===== src/rtl/ghrb_pkg.sv =====
// Package for the gamepad report builder: request types, op codes and constants.
// Used by every module in rtl/; depends on nothing else.
package ghrb_pkg;

    localparam int MAX_BUTTONS     = 32;
    localparam int MAX_AXES        = 8;
    localparam int NUM_HAT_FLAGS   = 4;

    localparam int BUTTON_COUNT_DEF   = 32;
    localparam int AXIS_COUNT_DEF     = 8;
    localparam int AXIS_BASE_CODE_DEF = 100;
    localparam int HAT_BASE_CODE_DEF  = 200;

    localparam logic [7:0] AXIS_CENTRE  = 8'd127;
    localparam logic [3:0] HAT_CENTRED  = 4'h0F;
    localparam logic [9:0] AXIS_IN_MAX  = 10'd1000;
    localparam int         AXIS_IN_W    = 10;

    // floor(v * 255 / 1000) == (v * 68451180) >> 28 exactly for 0 <= v <= 1000.
    localparam int          AXIS_SCALE_SHIFT = 28;
    localparam int          AXIS_PROD_W      = 37;
    localparam logic [26:0] AXIS_SCALE_MULT  = 27'd68451180;

    typedef enum logic [1:0] {
        OP_EVENT   = 2'd0,
        OP_SET_HAT = 2'd1,
        OP_REINIT  = 2'd2,
        OP_POLL    = 2'd3
    } t_op;

    typedef struct packed {
        t_op                op;
        logic [7:0]         code;
        logic signed [15:0] value;
        logic               host_ready;
    } t_in_req;

    typedef struct packed {
        logic        send_report;
        logic [31:0] buttons;
        logic [63:0] axes_packed;
        logic [3:0]  hat;
        logic        pending;
    } t_out_req;

endpackage


===== src/rtl/ghrb_axis_scale.sv =====
// Axis scaler: clamps a signed event value to 0..1000 and maps it to 0..255.
// Depends on ghrb_pkg for the scaling constants.
module ghrb_axis_scale
    import ghrb_pkg::*;
(
    input  logic signed [15:0] i_value,
    output logic [7:0]         o_scaled
);

    logic [AXIS_IN_W-1:0]   clamped;
    logic [AXIS_PROD_W-1:0] prod;

    always_comb begin
        if (i_value < 16'sd0) begin
            clamped = '0;
        end else if (i_value > $signed({6'd0, AXIS_IN_MAX})) begin
            clamped = AXIS_IN_MAX;
        end else begin
            clamped = i_value[AXIS_IN_W-1:0];
        end
    end

    // Multiply by a reciprocal of 1000 folded with the factor 255.
    assign prod     = AXIS_PROD_W'(clamped) * AXIS_SCALE_MULT;
    assign o_scaled = prod[AXIS_SCALE_SHIFT +: 8];

endmodule


===== src/rtl/ghrb_hat_decode.sv =====
// Hat decoder: turns the up/down/left/right flags into an 8-way hat code.
// Depends on ghrb_pkg for the centred code.
module ghrb_hat_decode
    import ghrb_pkg::*;
(
    input  logic [NUM_HAT_FLAGS-1:0] i_flags,
    output logic [3:0]               o_hat
);

    localparam logic [3:0] HAT_N  = 4'd0;
    localparam logic [3:0] HAT_NE = 4'd1;
    localparam logic [3:0] HAT_E  = 4'd2;
    localparam logic [3:0] HAT_SE = 4'd3;
    localparam logic [3:0] HAT_S  = 4'd4;
    localparam logic [3:0] HAT_SW = 4'd5;
    localparam logic [3:0] HAT_W  = 4'd6;
    localparam logic [3:0] HAT_NW = 4'd7;

    logic up, dn, lf, rt;

    assign up = i_flags[0];
    assign dn = i_flags[1];
    assign lf = i_flags[2];
    assign rt = i_flags[3];

    // Opposing flags cancel; with both axes cancelled the hat is centred.
    always_comb begin
        if (up && !dn) begin
            if (rt && !lf) begin
                o_hat = HAT_NE;
            end else if (lf && !rt) begin
                o_hat = HAT_NW;
            end else begin
                o_hat = HAT_N;
            end
        end else if (dn && !up) begin
            if (rt && !lf) begin
                o_hat = HAT_SE;
            end else if (lf && !rt) begin
                o_hat = HAT_SW;
            end else begin
                o_hat = HAT_S;
            end
        end else if (rt && !lf) begin
            o_hat = HAT_E;
        end else if (lf && !rt) begin
            o_hat = HAT_W;
        end else begin
            o_hat = HAT_CENTRED;
        end
    end

endmodule


===== src/rtl/gamepad_hid_report_builder.sv =====
// Gamepad report builder: a request accepted into the input register is applied to the
// report state as it moves on into the result register, which presents the result. Throughput
// is one request per cycle while the receiver takes each result, set by the single update path
// between the two registers that also writes the report state. A result waiting at the output
// still lets one request into an empty input register; after that the input stalls until the
// result is taken. Reset (i_rst_n low, synchronous) empties both registers, clears buttons,
// flags and the pending flag, sets every axis to 127 and the hat to centred.
module gamepad_hid_report_builder
    import ghrb_pkg::*;
#(
    parameter int BUTTON_COUNT   = BUTTON_COUNT_DEF,
    parameter int AXIS_COUNT     = AXIS_COUNT_DEF,
    parameter int AXIS_BASE_CODE = AXIS_BASE_CODE_DEF,
    parameter int HAT_BASE_CODE  = HAT_BASE_CODE_DEF
) (
    input  logic     i_clk,
    input  logic     i_rst_n,
    input  logic     i_in_valid,
    output logic     o_in_ready,
    input  t_in_req  i_in_data,
    output logic     o_out_valid,
    input  logic     i_out_ready,
    output t_out_req o_out_data
);

    // Input register. It refills in the same cycle that it hands its request on.
    logic    r_in_valid;
    t_in_req r_in_data;

    // Result register.
    logic     r_out_valid;
    t_out_req r_out_data;
    t_out_req n_out_data;
    logic     n_send;

    // Report state.
    logic [BUTTON_COUNT-1:0]  r_buttons, n_buttons;
    logic [7:0]               r_axes [AXIS_COUNT];
    logic [7:0]               n_axes [AXIS_COUNT];
    logic [3:0]               r_hat, n_hat;
    logic [NUM_HAT_FLAGS-1:0] r_flags, n_flags;
    logic                     r_changed, n_changed;

    logic advance;

    logic                     pressed;
    logic                     is_button;
    logic [AXIS_COUNT-1:0]    axis_match;
    logic [NUM_HAT_FLAGS-1:0] hat_match;
    logic                     is_axis;
    logic                     is_hat;
    logic [7:0]               axis_scaled;
    logic [3:0]               flag_hat;
    logic [3:0]               direct_hat;
    logic [7:0]               axes_full [MAX_AXES];

    // The request in the input register moves on whenever the result register is free
    // or is being emptied in this cycle; the report state is updated at the same edge.
    assign advance     = r_in_valid && (!r_out_valid || i_out_ready);
    assign o_in_ready  = !r_in_valid || advance;
    assign o_out_valid = r_out_valid;
    assign o_out_data  = r_out_data;

    // Decode the event code. Buttons win over axes, and axes over hat flags, when the
    // ranges overlap.
    assign pressed   = r_in_data.value > 16'sd0;
    assign is_button = {1'b0, r_in_data.code} < 9'(BUTTON_COUNT);

    always_comb begin
        for (int i = 0; i < AXIS_COUNT; i++) begin
            axis_match[i] = r_in_data.code == 8'(AXIS_BASE_CODE + i);
        end
        for (int i = 0; i < NUM_HAT_FLAGS; i++) begin
            hat_match[i] = r_in_data.code == 8'(HAT_BASE_CODE + i);
        end
    end

    assign is_axis = !is_button && (|axis_match);
    assign is_hat  = !is_button && !is_axis && (|hat_match);

    ghrb_axis_scale u_axis_scale (
        .i_value  (r_in_data.value),
        .o_scaled (axis_scaled)
    );

    // Direction flags are worked out first so that the hat decoder sees the new set.
    always_comb begin
        n_flags = r_flags;
        if (r_in_data.op == OP_REINIT) begin
            n_flags = '0;
        end else if (r_in_data.op == OP_EVENT && is_hat) begin
            for (int i = 0; i < NUM_HAT_FLAGS; i++) begin
                if (hat_match[i]) begin
                    n_flags[i] = pressed;
                end
            end
        end
    end

    ghrb_hat_decode u_hat_decode (
        .i_flags (n_flags),
        .o_hat   (flag_hat)
    );

    // A direct hat request outside north..northwest centres the hat.
    assign direct_hat = (r_in_data.value < 16'sd0 || r_in_data.value > 16'sd7)
                        ? HAT_CENTRED : r_in_data.value[3:0];

    // Report update. An event or direct hat write of a value that is already held leaves the pending flag alone.
    always_comb begin
        n_buttons = r_buttons;
        n_axes    = r_axes;
        n_hat     = r_hat;
        n_changed = r_changed;
        n_send    = 1'b0;
        case (r_in_data.op)
            OP_EVENT: begin
                if (is_button) begin
                    for (int i = 0; i < BUTTON_COUNT; i++) begin
                        if (r_in_data.code == 8'(i)) begin
                            n_buttons[i] = pressed;
                        end
                    end
                    if (n_buttons != r_buttons) begin
                        n_changed = 1'b1;
                    end
                end else if (is_axis) begin
                    for (int i = 0; i < AXIS_COUNT; i++) begin
                        if (axis_match[i]) begin
                            n_axes[i] = axis_scaled;
                            if (axis_scaled != r_axes[i]) begin
                                n_changed = 1'b1;
                            end
                        end
                    end
                end else if (is_hat) begin
                    n_hat = flag_hat;
                    if (flag_hat != r_hat) begin
                        n_changed = 1'b1;
                    end
                end
            end
            OP_SET_HAT: begin
                n_hat = direct_hat;
                if (direct_hat != r_hat) begin
                    n_changed = 1'b1;
                end
            end
            OP_REINIT: begin
                n_buttons = '0;
                for (int i = 0; i < AXIS_COUNT; i++) begin
                    n_axes[i] = AXIS_CENTRE;
                end
                n_hat     = HAT_CENTRED;
                n_changed = 1'b1;
            end
            OP_POLL: begin
                if (r_changed && r_in_data.host_ready) begin
                    n_send    = 1'b1;
                    n_changed = 1'b0;
                end
            end
            default: begin
                n_changed = r_changed;
            end
        endcase
    end

    // Axes that are not built stay centred in the packed report.
    for (genvar g = 0; g < MAX_AXES; g++) begin : g_axes
        if (g < AXIS_COUNT) begin : g_used
            assign axes_full[g] = n_axes[g];
        end else begin : g_unused
            assign axes_full[g] = AXIS_CENTRE;
        end
    end

    always_comb begin
        n_out_data.send_report = n_send;
        n_out_data.buttons     = 32'(n_buttons);
        for (int i = 0; i < MAX_AXES; i++) begin
            n_out_data.axes_packed[8*i +: 8] = axes_full[i];
        end
        n_out_data.hat     = n_hat;
        n_out_data.pending = n_changed;
    end

    always_ff @(posedge i_clk) begin
        if (!i_rst_n) begin
            r_in_valid  <= 1'b0;
            r_out_valid <= 1'b0;
            r_buttons   <= '0;
            for (int i = 0; i < AXIS_COUNT; i++) begin
                r_axes[i] <= AXIS_CENTRE;
            end
            r_hat       <= HAT_CENTRED;
            r_flags     <= '0;
            r_changed   <= 1'b0;
        end else begin
            if (o_in_ready) begin
                r_in_valid <= i_in_valid;
            end
            if (advance) begin
                r_out_valid <= 1'b1;
            end else if (i_out_ready) begin
                r_out_valid <= 1'b0;
            end
            if (advance) begin
                r_buttons <= n_buttons;
                r_axes    <= n_axes;
                r_hat     <= n_hat;
                r_flags   <= n_flags;
                r_changed <= n_changed;
            end
        end
    end

    always_ff @(posedge i_clk) begin
        if (o_in_ready && i_in_valid) begin
            r_in_data <= i_in_data;
        end
        if (advance) begin
            r_out_data <= n_out_data;
        end
    end

`ifndef SYNTHESIS
    a_send_clears_pending: assert property (@(posedge i_clk) disable iff (!i_rst_n)
        r_out_valid && r_out_data.send_report |-> !r_out_data.pending)
        else $error("report sent while pending is still shown");

    a_pending_tracks_state: assert property (@(posedge i_clk) disable iff (!i_rst_n)
        r_out_valid |-> r_out_data.pending == r_changed)
        else $error("pending in result differs from the stored flag");

    a_hat_tracks_state: assert property (@(posedge i_clk) disable iff (!i_rst_n)
        r_out_valid |-> r_out_data.hat == r_hat)
        else $error("hat in result differs from the stored hat");

    a_hat_legal: assert property (@(posedge i_clk) disable iff (!i_rst_n)
        r_hat <= 4'd7 || r_hat == HAT_CENTRED)
        else $error("stored hat holds an unused code");

    a_advance_fills_result: assert property (@(posedge i_clk) disable iff (!i_rst_n)
        advance |=> r_out_valid)
        else $error("request moved on but no result is held");
`endif

endmodule


===== config.mk =====
export PLATFORM = sky130hd
export DESIGN_NAME = gamepad_hid_report_builder
export DESIGN_NICKNAME = d
export VERILOG_FILES = /design/src/rtl/ghrb_pkg.sv /design/src/rtl/ghrb_axis_scale.sv /design/src/rtl/ghrb_hat_decode.sv /design/src/rtl/gamepad_hid_report_builder.sv
export SDC_FILE = /design/constraint.sdc
export NUM_CORES = 1
export LEC_CHECK = 0
export BUFFER_PORTS_ARGS = -buffer_cell sky130_fd_sc_hd__clkbuf_2
export CORE_AREA = 5 5 190 192
export DETAILED_ROUTE_END_ITERATION = 8
export DIE_AREA = 0 0 195 197
export GPL_TIMING_DRIVEN = 0
export SLEW_MARGIN = 20
export SYNTH_ARGS = -nofsm -noshare
export SYNTH_HDL_FRONTEND = slang
export SYNTH_SLANG_ARGS = --single-unit

===== constraint.sdc =====
create_clock -name i_clk -period 10.53 [get_ports i_clk]
set_clock_uncertainty 0.15 [all_clocks]
set_input_delay 1.053 -clock i_clk [delete_from_list [all_inputs] [get_ports i_clk]]
set_output_delay 1.053 -clock i_clk [all_outputs]
set_load 0.02 [all_outputs]

==> metrics <==
status finished, final reports clean; routability congestion estimate 0.919; Syn Inst Count 1654; register area share after synthesis around two fifths; Mapped Area 15100 sq um; Synth Register Bits 236; post-CTS resize count 0; hold endpoint r_buttons[15]; DR pass1 iterations 6; Crit Reg-Reg Endpoint o_out_data[0]; number of flops mapped to enable cells by yosys around 130; Rows 68; Reg2Reg Launch Point r_in_data[16]; Netlist cell types 76; LEAKAGE 6.61 nW; syn nets 1829; clock latency on the worst-skew pair 0.54 ns; hold buffers post-CTS 0; Worst slew margin between 20% and 30%; cell depth of the worst hold path 2; Initial Util 44.2%; Commonest cells post-synth nor2_1, o21ai_0, edfxtp_1; Crit. End Element flop; CP top delay family adder cells; Sw Ratio 32.6%; asr flop ratio synth 0%; Comb pwr share 25.9%; Boundary Pins 135; CP startpoint kind flop; layout overhead on the synthesized area 13.8%; largest net degree at the start of global routing 53; FMAX 0.101 GHz; leading area contributor after synthesis edfxtp_1; Hold Startpoint r_buttons[15]; CTS tree yes; initial antenna violation count 0; Post-DRT Antenna Nets 0; Clock Root Buffer clkbuf_16; Max-cap violations 0; dpl hpwl roughly 37000 um; R2R setup slack 0.66 ns; pwr/cell area 148 nW/um^2; setup bufs post-CTS 0; Setup TNS Final 0 ns; CORE AREA 34200 sq um; setup violators final 0; ant diodes 0; Worst EP arrival 9.93 ns; first-pass GRT wire length ~75000 um; delay of the slowest critical-path stage 0.91 ns; Worst-Margin Slew 1.14 ns; via count 13400; Flop pwr share approximately two fifths; CP required 10.58 ns; fin nets between 1500 and 2000; total power 2.55 mW; top cell type's share of synthesized area 25.6%; synth top area cells edfxtp_1, dfxtp_1, ha_1; most common cell in the netlist nor2_1; Die ar. 38400 sq um; Die Width 195 um; Syn. warnings 0; VDD IR max 132 uV; Clock power frac around a third; H-tree levels 1; WHS 0.346 ns; Hold Vio Cnt, Final 0; ys flop type edfxtp_1; drt wl/cell 21.1 um; Mapped Avg Cell Area 9.15 sq um; CP Max Fanout 10; routed via count divided by cell count 5.83; gr usage total 24.5%; Congestion Overflow GR 0; critical setup path kind reg -> reg; clock sink count roughly 240; Post-route DRC 0; Port Buffers 134; Slowest-stage cell, CP a211oi_2; DR iter-0 viols approximately 1100; vias in the first global route around 13000; Detailed Route WL approximately 48000 um; FF-to-FF path depth 26; RSZ-0062 raised after global routing false; final slew viol count 0; Psw 830 uW; Tightest Hold Check Type reg -> reg; final period utilization 93.7%; clock-pin slew on the worst setup and hold paths ~0.060 ns; clock buffer count from CTS 25; CTS max path bufs 3; Die Ht 197 um; Buf/Inv on CP 6; fin crit period 9.87 ns; Int Power 1.72 mW; layout cell share with drive strength beyond 1 between 10% and 20%
## worst max-delay path by stage
stage / from / to / slack (ns) / cells past startpoint
final: r_in_data[16] / o_out_data[0] / 0.66 / 26
after detailed placement: r_in_data[16] / o_out_data[0] / 0.71 / 26
after floorplan: r_in_data[16] / o_out_data[0] / 2.80 / 26
after global placement: r_in_data[16] / o_out_data[0] / 0.81 / 26
after CTS: r_in_data[16] / o_out_data[0] / 0.68 / 26
after global routing: r_in_data[16] / o_out_data[0] / 0.02 / 27
## tightest hold or removal path, cell delays in order (launching register included)
cell	delay [ns]
dfxtp_1	0.33
nand2_1	0.06
a21oi_1	0.05
## area by class of cell
| class | count | area, sq um |
|---|---|---|
| sequential | 236 | 6020 |
| multi-input combinational | 1210 | 8330 |
| timing repair buffer | 136 | 718 |
| tap | 455 | 569 |
| buffer | 81 | 322 |
| clock inverter | 13 | 123 |
| clock buffer | 33 | 666 |
| fill | 3239 | 17000 |
| inverter | 127 | 477 |
## power by group through the flow
stage	Clock (mW)	Combinational [mW]	Sequential, mW
floorplan	0	0.457	1.05
global placement	0	0.645	1.04
detailed placement	0	0.656	1.04
CTS	0.885	0.660	1.02
global route	0.921	0.747	1.02
finish	0.869	0.659	1.02
## kinds of logic after synthesis
logic type	share of synthesized area, %
and+or+nand+nor	16.0
AOI/OAI and AO/OA	19.2
DFF	39.8
buffers and inverters	5.25
adders and majority gates	14.6
xor gates and xnor gates	4.38
muxes	0.860
## per-layer routing
layer  vias to the layer above  track usage [%]  wire length [um]  part of all wire, %
met4                         0             7.11              1310                  2.7
met3                        85             2.58              2940                  6.1
met2                       469             42.1             23500                   49
met5                         -                0                 0                    0
li1                       6251                -                 -                    -
met1                      6545             33.0             20700                   43
## state kept, by name, indices dropped and copies added (netlist names)
| register | cells |
|---|---|
| r_axes | 64 |
| r_in_data | 27 |
| r_changed | 1 |
| o_out_valid | 1 |
| r_in_valid | 1 |
| r_hat | 4 |
| r_buttons | 32 |
| r_flags | 4 |
| o_out_data | 102 |
## layout by cell type (no fill, tap or decap), types with 12 or more instances in the layout
| master | n |
|---|---|
| edfxtp_1 | 129 |
| o22a_1 | 62 |
| nor3_1 | 62 |
| o21ai_0 | 158 |
| a31oi_1 | 13 |
| clkbuf_2 | 134 |
| nand3_1 | 25 |
| fa_1 | 54 |
| o22ai_1 | 21 |
| ha_1 | 90 |
| nor4_1 | 13 |
| nand4_1 | 13 |
| nand2_1 | 85 |
| inv_1 | 126 |
| xnor2_1 | 43 |
| clkbuf_1 | 73 |
| dfxtp_1 | 107 |
| o31ai_1 | 12 |
| xor2_1 | 12 |
| clkbuf_16 | 25 |
| nor2_1 | 277 |
| a21oi_1 | 90 |
| a211oi_1 | 17 |
## metrics by stage
step	worst slack (ns)	utilization [%]	cell area [sq um]	std cells
after floorplan	2.80	-	15100	1654
after detailed placement	0.711	48.0	16400	2245
after CTS	0.681	50.3	17200	2291
final	0.658	50.3	17200	2291
after global routing	0.0236	50.3	17200	2291
after global placement	0.813	47.9	16400	2243
Note: power is estimated with default switching activity, not from simulation.
